### config.mk
export PLATFORM = sky130hd
export DESIGN_NAME = steering_pid_controller
export DESIGN_NICKNAME = d
export VERILOG_FILES = /design/src/design/spid_pkg.sv /design/src/design/spid_cfg.sv /design/src/design/spid_core.sv /design/src/design/steering_pid_controller.sv
export SDC_FILE = /design/constraint.sdc
export NUM_CORES = 2
export LEC_CHECK = 0
export BUFFER_PORTS_ARGS = -buffer_cell sky130_fd_sc_hd__buf_4
export CAP_MARGIN = 20
export CELL_PAD_IN_SITES_DETAIL_PLACEMENT = 0
export CELL_PAD_IN_SITES_GLOBAL_PLACEMENT = 2
export CORE_MARGIN = 2
export CORE_UTILIZATION = 46
export DETAILED_ROUTE_END_ITERATION = 7
export GPL_ROUTABILITY_DRIVEN = 0
export MAX_ROUTING_LAYER = met4
export PLACE_DENSITY_LB_ADDON = 0.1
export RECOVER_POWER = 25
export SKIP_CTS_REPAIR_TIMING = 1
export SLEW_MARGIN = 20
export SYNTH_ARGS = -nofsm -noshare
export SYNTH_HDL_FRONTEND = slang
export SYNTH_SLANG_ARGS = --single-unit
### constraint.sdc
create_clock -name clk_i -period 36.7 [get_ports clk_i]
set_input_delay 11.01 -clock clk_i [delete_from_list [all_inputs] [get_ports clk_i]]
set_output_delay 11.01 -clock clk_i [all_outputs]
set_load 0.01 [all_outputs]
### src/design/spid_pkg.sv
// Shared types, register indexes and helpers for the steering PID controller.
package spid_pkg;

  // Widths of the fixed-point quantities.
  localparam int unsigned GainW   = 32;
  localparam int unsigned LimW    = 14;
  localparam int unsigned JumpW   = 7;
  localparam int unsigned PixW    = 9;
  localparam int unsigned AngW    = 15;
  localparam int unsigned AccW    = 48;
  localparam int unsigned CfgIdxW = 3;

  // Reset values of the configuration registers.
  localparam logic [GainW-1:0] PropGainRst  = 32'd322122547;
  localparam logic [GainW-1:0] IntegGainRst = 32'd9395;
  localparam logic [GainW-1:0] DerivGainRst = 32'd698187104;
  localparam logic [LimW-1:0]  AngleLimRst  = 14'd7680;
  localparam logic [JumpW-1:0] JumpLimRst   = 7'd20;

  // Configuration register indexes.
  typedef enum logic [CfgIdxW-1:0] {
    CFG_PROP_GAIN   = 3'd0,
    CFG_INTEG_GAIN  = 3'd1,
    CFG_DERIV_GAIN  = 3'd2,
    CFG_ANGLE_LIMIT = 3'd3,
    CFG_JUMP_LIMIT  = 3'd4
  } cfg_idx_e;

  // Current configuration handed from the register file to the datapath.
  typedef struct packed {
    logic [GainW-1:0] prop_gain;
    logic [GainW-1:0] integ_gain;
    logic [GainW-1:0] deriv_gain;
    logic [LimW-1:0]  angle_limit;
    logic [JumpW-1:0] jump_limit;
  } cfg_t;

  // Saturate a 49-bit signed sum to the 48-bit accumulator range.
  function automatic logic signed [AccW-1:0] sat_acc(input logic signed [AccW:0] v);
    logic signed [AccW-1:0] r;
    if (v[AccW] != v[AccW-1]) begin
      r = v[AccW] ? {1'b1, {(AccW-1){1'b0}}} : {1'b0, {(AccW-1){1'b1}}};
    end else begin
      r = v[AccW-1:0];
    end
    return r;
  endfunction

endpackage

### src/design/spid_cfg.sv
// Configuration register file of the steering PID controller.
module spid_cfg (
  input  logic                                clk_i,
  input  logic                                rst_ni,
  input  logic                                cfg_valid_i,
  output logic                                cfg_ready_o,
  input  logic [spid_pkg::CfgIdxW-1:0]        cfg_index_i,
  input  logic [spid_pkg::GainW-1:0]          cfg_data_i,
  output spid_pkg::cfg_t                      cfg_o
);

  spid_pkg::cfg_t cfg_q;

  // Writes are always taken; the register file never holds one back.
  assign cfg_ready_o = 1'b1;
  assign cfg_o       = cfg_q;

  // Register writes; indexes past the last register are dropped.
  always_ff @(posedge clk_i or negedge rst_ni) begin
    if (!rst_ni) begin
      cfg_q.prop_gain   <= spid_pkg::PropGainRst;
      cfg_q.integ_gain  <= spid_pkg::IntegGainRst;
      cfg_q.deriv_gain  <= spid_pkg::DerivGainRst;
      cfg_q.angle_limit <= spid_pkg::AngleLimRst;
      cfg_q.jump_limit  <= spid_pkg::JumpLimRst;
    end else if (cfg_valid_i && cfg_ready_o) begin
      case (spid_pkg::cfg_idx_e'(cfg_index_i))
        spid_pkg::CFG_PROP_GAIN:   cfg_q.prop_gain   <= cfg_data_i;
        spid_pkg::CFG_INTEG_GAIN:  cfg_q.integ_gain  <= cfg_data_i;
        spid_pkg::CFG_DERIV_GAIN:  cfg_q.deriv_gain  <= cfg_data_i;
        spid_pkg::CFG_ANGLE_LIMIT: cfg_q.angle_limit <= cfg_data_i[spid_pkg::LimW-1:0];
        spid_pkg::CFG_JUMP_LIMIT:  cfg_q.jump_limit  <= cfg_data_i[spid_pkg::JumpW-1:0];
        default: ;
      endcase
    end
  end

endmodule

### src/design/spid_core.sv
// PID datapath with its controller state: glitch check, gains, accumulators and clamp.
module spid_core (
  input  logic                                clk_i,
  input  logic                                rst_ni,
  input  spid_pkg::cfg_t                      cfg_i,
  input  logic                                commit_i,
  input  logic signed [spid_pkg::PixW-1:0]    meas_i,
  input  logic signed [spid_pkg::PixW-1:0]    prev_i,
  output logic signed [spid_pkg::AngW-1:0]    angle_o,
  output logic                                glitch_o
);

  localparam int unsigned AccW = spid_pkg::AccW;
  localparam int unsigned PixW = spid_pkg::PixW;
  localparam int unsigned AngW = spid_pkg::AngW;
  localparam int unsigned TotW = AccW + 2;
  localparam int unsigned RndW = TotW - 20;

  logic signed [AccW-1:0] integ_q, integ_d;
  logic signed [AccW-1:0] deriv_q, deriv_d;
  logic signed [PixW-1:0] last_err_q;
  logic signed [PixW-1:0] last_meas_q;
  logic signed [AngW-1:0] held_q;

  logic signed [PixW:0]   jump;
  logic        [PixW:0]   jump_mag;
  logic                   glitch;
  logic signed [PixW-1:0] err;
  logic signed [PixW:0]   err_sum;
  logic signed [PixW:0]   meas_diff;
  logic signed [41:0]     prop_prod;
  logic signed [42:0]     integ_prod;
  logic signed [42:0]     deriv_prod;
  logic signed [AccW:0]   integ_sum;
  logic signed [AccW:0]   deriv_sum;
  logic signed [TotW-1:0] total;
  logic signed [TotW-1:0] rounded;
  logic signed [RndW-1:0] ang_q88;
  logic signed [RndW-1:0] lim;
  logic signed [AngW-1:0] ang_new;

  // Plausibility check: the jump between the two offsets against twice the bound.
  always_comb begin
    jump     = {meas_i[PixW-1], meas_i} - {prev_i[PixW-1], prev_i};
    jump_mag = jump[PixW] ? (~jump + 1'b1) : jump;
    glitch   = jump_mag > {2'b00, cfg_i.jump_limit, 1'b0};
  end

  // Error toward setpoint zero, saturated so that it fits the offset width.
  always_comb begin
    if (meas_i == {1'b1, {(PixW-1){1'b0}}}) begin
      err = {1'b0, {(PixW-1){1'b1}}};
    end else begin
      err = -meas_i;
    end
    err_sum   = {err[PixW-1], err} + {last_err_q[PixW-1], last_err_q};
    meas_diff = {meas_i[PixW-1], meas_i} - {last_meas_q[PixW-1], last_meas_q};
  end

  // The three gain products, each unsigned gain against a signed pixel value.
  always_comb begin
    prop_prod  = $signed({1'b0, cfg_i.prop_gain}) * err;
    integ_prod = $signed({1'b0, cfg_i.integ_gain}) * err_sum;
    deriv_prod = $signed({1'b0, cfg_i.deriv_gain}) * meas_diff;
  end

  // Saturating accumulators for the trapezoidal integral and the derivative.
  always_comb begin
    integ_sum = {integ_q[AccW-1], integ_q} + {{6{integ_prod[42]}}, integ_prod};
    deriv_sum = {deriv_q[AccW-1], deriv_q} + {{6{deriv_prod[42]}}, deriv_prod};
    integ_d   = spid_pkg::sat_acc(integ_sum);
    deriv_d   = spid_pkg::sat_acc(deriv_sum);
  end

  // Sum of the terms, rounded to Q8.8 with ties up, then clamped to the limit.
  always_comb begin
    total   = {{8{prop_prod[41]}}, prop_prod}
            + {{2{integ_d[AccW-1]}}, integ_d}
            + {{2{deriv_d[AccW-1]}}, deriv_d};
    rounded = total + {{(TotW-20){1'b0}}, 1'b1, 19'd0};
    ang_q88 = rounded[TotW-1:20];
    lim     = {{(RndW-spid_pkg::LimW){1'b0}}, cfg_i.angle_limit};
    if (ang_q88 > lim) begin
      ang_new = lim[AngW-1:0];
    end else if (ang_q88 < -lim) begin
      ang_new = -lim[AngW-1:0];
    end else begin
      ang_new = ang_q88[AngW-1:0];
    end
  end

  assign glitch_o = glitch;
  assign angle_o  = glitch ? held_q : ang_new;

  // Controller state moves only when a beat is committed and is not a glitch.
  always_ff @(posedge clk_i or negedge rst_ni) begin
    if (!rst_ni) begin
      integ_q     <= '0;
      deriv_q     <= '0;
      last_err_q  <= '0;
      last_meas_q <= '0;
      held_q      <= '0;
    end else if (commit_i && !glitch) begin
      integ_q     <= integ_d;
      deriv_q     <= deriv_d;
      last_err_q  <= err;
      last_meas_q <= meas_i;
      held_q      <= ang_new;
    end
  end

endmodule

### src/design/steering_pid_controller.sv
// Steering PID controller: one offset beat in, one steering angle beat out.
// Path: an accepted input beat passes the input register, then the result register.
// Throughput: one beat per cycle while the output is not stalled; the input register
// feeds the PID datapath, whose result and controller state are both written in the same cycle.
// Reset: asynchronous, active low; clears the pipeline, the accumulators and the
// held angle, and loads the configuration registers with their default values.
module steering_pid_controller (
  input  logic                                clk_i,
  input  logic                                rst_ni,
  input  logic                                in_valid_i,
  output logic                                in_stall_o,
  input  logic signed [spid_pkg::PixW-1:0]    offset_i,
  input  logic signed [spid_pkg::PixW-1:0]    previous_offset_i,
  output logic                                out_valid_o,
  input  logic                                out_stall_i,
  output logic signed [spid_pkg::AngW-1:0]    steering_angle_o,
  output logic                                glitch_o,
  input  logic                                cfg_valid_i,
  output logic                                cfg_ready_o,
  input  logic [spid_pkg::CfgIdxW-1:0]        cfg_index_i,
  input  logic [spid_pkg::GainW-1:0]          cfg_data_i
);

  spid_pkg::cfg_t cfg;

  logic                               s1_valid_q;
  logic signed [spid_pkg::PixW-1:0]   s1_offset_q;
  logic signed [spid_pkg::PixW-1:0]   s1_prev_q;
  logic                               out_valid_q;
  logic signed [spid_pkg::AngW-1:0]   out_angle_q;
  logic                               out_glitch_q;
  logic                               adv;
  logic                               in_fire;
  logic                               commit;
  logic signed [spid_pkg::AngW-1:0]   core_angle;
  logic                               core_glitch;

  // Configuration registers.
  spid_cfg u_cfg (
    .clk_i       (clk_i),
    .rst_ni      (rst_ni),
    .cfg_valid_i (cfg_valid_i),
    .cfg_ready_o (cfg_ready_o),
    .cfg_index_i (cfg_index_i),
    .cfg_data_i  (cfg_data_i),
    .cfg_o       (cfg)
  );

  // Flow control: the result register frees up when empty or when its beat leaves.
  assign adv        = !out_valid_q || !out_stall_i;
  assign in_stall_o = s1_valid_q && !adv;
  assign in_fire    = in_valid_i && !in_stall_o;
  assign commit     = s1_valid_q && adv;

  // Input register.
  always_ff @(posedge clk_i or negedge rst_ni) begin
    if (!rst_ni) begin
      s1_valid_q <= 1'b0;
    end else if (in_fire) begin
      s1_valid_q <= 1'b1;
    end else if (adv) begin
      s1_valid_q <= 1'b0;
    end
  end

  always_ff @(posedge clk_i) begin
    if (in_fire) begin
      s1_offset_q <= offset_i;
      s1_prev_q   <= previous_offset_i;
    end
  end

  // PID datapath and controller state.
  spid_core u_core (
    .clk_i    (clk_i),
    .rst_ni   (rst_ni),
    .cfg_i    (cfg),
    .commit_i (commit),
    .meas_i   (s1_offset_q),
    .prev_i   (s1_prev_q),
    .angle_o  (core_angle),
    .glitch_o (core_glitch)
  );

  // Result register.
  always_ff @(posedge clk_i or negedge rst_ni) begin
    if (!rst_ni) begin
      out_valid_q <= 1'b0;
    end else if (adv) begin
      out_valid_q <= s1_valid_q;
    end
  end

  always_ff @(posedge clk_i) begin
    if (commit) begin
      out_angle_q  <= core_angle;
      out_glitch_q <= core_glitch;
    end
  end

  assign out_valid_o      = out_valid_q;
  assign steering_angle_o = out_angle_q;
  assign glitch_o         = out_glitch_q;

  // A committed beat always shows up in the result register on the next cycle.
  assert property (@(posedge clk_i) disable iff (!rst_ni)
    commit |=> out_valid_q)
    else $error("committed beat did not reach the result register");

  // An empty input register never pushes back on the input channel.
  assert property (@(posedge clk_i) disable iff (!rst_ni)
    !s1_valid_q |-> !in_stall_o)
    else $error("input stalled while the input register is empty");

  // With nothing in flight, a delivered result leaves the output empty.
  assert property (@(posedge clk_i) disable iff (!rst_ni)
    (out_valid_q && !out_stall_i && !s1_valid_q) |=> !out_valid_q)
    else $error("result repeated after delivery");

endmodule

==> impl_metrics.toml <==
[outcome]
status = "finished with violations"
violations = "capacitance limit, slew limit"

[synthesis]
syn-num-nets = 7086
syn_avg_cell_area_um2 = 9.15
synth_edf_count = 34
synth_commonest_cells = "inv_1 (967), fa_1 (817), nand2_1 (724)"
ys_seq_elements = 282
synthTopCellsByArea = "fa_1 (32%), ha_1 (13%), dfrtp_1 (9.9%)"
synthArstFlopShare = 0.879
synth_most_common_cell = "inv_1"
synth_top_cell_by_area = "fa_1"
netlist_instances = 5665
yosysTopAreaCellShare = 0.316
synth_area_um2 = 51800
ys_types = 95
yosys_warnings = 0
yosysSeqAreaShare = 0.141
ys.flop_type = "dfrtp_1"

[floorplan]
die_h_um = 340
ioPinCount = 77
die_w_um = 340
core_um2 = 112000
start_util = 0.462
die_area_um2 = 115000
row_count = 123

[grt]
grt_pass1_vias = 40400
antenna_found_initial = 5
grt_pass1_wl_um = 239000
grt_max_degree = 127
overflow = 0
gr-usage-met1 = 0.360
met2_usage = 0.468
grt_usage = 0.275
met3_usage = 0.0251
top_usage_layer = "met2"

[sta]
clock_skew_ns = 0.0362
tightestPinTransition_ns = 8.10
relSlewSlack = -4.40
fmax_ghz = 0.0415
layout_setup_ws_ns = 12.58
post-route-period-util = 0.657
finalMaxSlewViolations = 206
hold_violations = 0
whs_ns = 0.472
tns_ns = 0
rsz0062_at_grt = "no"
post-route-min-period_ns = 24.12
setup_violations = 0

[hold_path]
min_path_cells = 2
hp-class = "flop to flop"

[clocking]
cts_tree = "built"
cts_made_buffers = 41
insertion_delay_ns = 0.61
h-tree-depth = 2
cts.sinks = 282
clk_path_buf_depth = 3
cts_root_buffer = "clkbuf_16"
clk_pin_slew_ns = 0.06

[worst_setup_path]
r2r_slack_ns = 12.58
cpMostUsedCell = "ha_1"
start_kind = "flop"
critPathCaptureType = "flop"
worstPathRequired_ns = 37.24
ff2ff_path_depth = 79
crit_slowest_cell = "a221oi_1"
cp_max_fo = 43
crit_path_max_incr_delay_ns = 0.93
critPathKind = "flop to flop"
arrival_ns = 24.66

[final_layout]
nNetsFinal = 6977
utilization = 0.493
syn2layout_area_growth_pct = 6.59
n_fill_cell = 10900
regArea_um2 = 7280
drive_gt1_frac = 0.0887
multi_input_area_um2 = 40000

[detailed_routing]
drtPass1Iterations = 5
wl_per_cell_um = 21.2
vias_per_cell = 5.38
drt_iter0_markers = 1983
num_vias = 38200
post-route-drc-count = 0
totalWireLength_um = 150000
antenna_left = 0

[placed_design]
dp_slack_ns = 13.12
dp_hpwl_um = 120000
io_buffers = 75

[job]
maxCapViolCount = 3
-- logic make-up after synthesis --
group,count (synthesis),synth area share
AO/OA/AOI/OAI,766,0.0955
buffers and inverters,1245,0.0907
flip-flops,282,0.141
other,1,0.0000724
multiplexers,193,0.0415
AND/OR/NAND/NOR,1632,0.153
XOR/XNOR,182,0.0308
adder cells (fa/ha/maj),1364,0.448
-- per-stage QoR --
stage	instances	instance area, µm²
floorplan	5665	51800
global placement	7013	53800
detailed placement	7013	53800
CTS	7089	55300
global route	7090	55200
finish	7092	55200
-- cell usage in the layout (no fill, tap or decap), types with 21 or more instances in the layout --
cell type | netlist | final
inv_1 | 967 | 967
fa_1 | 817 | 817
nand2_1 | 724 | 723
ha_1 | 546 | 546
and2_1 | 373 | 371
dfrtp_1 | 204 | 204
a21oi_1 | 184 | 184
o21ai_0 | 183 | 182
mux2_2 | 169 | 169
nor2_1 | 158 | 157
xnor2_1 | 124 | 115
buf_4 | 1 | 100
a21o_1 | 97 | 97
nor3_1 | 58 | 57
nor2b_1 | 56 | 56
xor2_1 | 58 | 53
o21bai_1 | 49 | 49
or2_2 | 49 | 49
nand3_1 | 49 | 49
dfstp_2 | 44 | 44
o21a_1 | 42 | 42
clkbuf_16 | 0 | 42
or3_1 | 40 | 40
nand2b_1 | 37 | 37
edfxtp_1 | 34 | 34
nand4_1 | 32 | 32
o31ai_1 | 25 | 25
a31oi_1 | 22 | 22
mux2i_1 | 23 | 21
-- area by class of cell --
class	count	share of cell area
Antenna cell	3	0.000136
Clock buffer	59	0.0220
Clock inverter	17	0.00494
Inverter	970	0.0659
Multi-Input combinational cell	4138	0.725
Sequential cell	282	0.132
Tap cell	1500	0.0340
Timing Repair Buffer	123	0.0163
-- metal layers --
layer  part of all wire  wire (µm)
met3              0.039       5840
met4              0.018       2750
met1               0.44      66100
met5                  0          0
met2               0.50      75400
-- registers in the layout, indices dropped and copies added, names as in the netlist --
signal	cells
u_core.deriv_q	48
steering_angle_o	15
u_cfg.cfg_o	117
u_core.integ_q	48
s1_offset_q	9
u_core.last_err_q	9
glitch_o	1
u_core.last_meas_q	9
s1_valid_q	1
s1_prev_q	9
out_valid_o	1
u_core.held_q	15
-- final timing paths --
check,startpoint,end
max,s1_offset_q[4]$_DFFE_PP_,u_core.held_q[3]$_DFFE_PN0P_
min,u_core.deriv_q[46]$_DFFE_PN0P_,u_core.deriv_q[46]$_DFFE_PN0P_
max reg2reg,s1_offset_q[4]$_DFFE_PP_,u_core.held_q[3]$_DFFE_PN0P_
min reg2reg,u_core.deriv_q[46]$_DFFE_PN0P_,u_core.deriv_q[46]$_DFFE_PN0P_
max in group asynchronous,rst_ni,u_core.deriv_q[1]$_DFFE_PN0P_
min in group asynchronous,rst_ni,u_core.integ_q[39]$_DFFE_PN0P_
-- worst max-delay path: cells and delay by family (launching register included) --
| family | cells | cell delay (ns) |
|---|---|---|
| flip-flops | 1 | 0.51 |
| AO/OA/AOI/OAI | 35 | 10.96 |
| adder cells (fa/ha/maj) | 15 | 5.80 |
| multiplexers | 1 | 0.10 |
| buffers and inverters | 9 | 1.68 |
| AND/OR/NAND/NOR | 16 | 4.36 |
| XOR/XNOR | 3 | 0.52 |
Power is left out: the tool's default activity adds up to more than one toggle a clock period on the data nets, which glitch-free logic cannot reach.
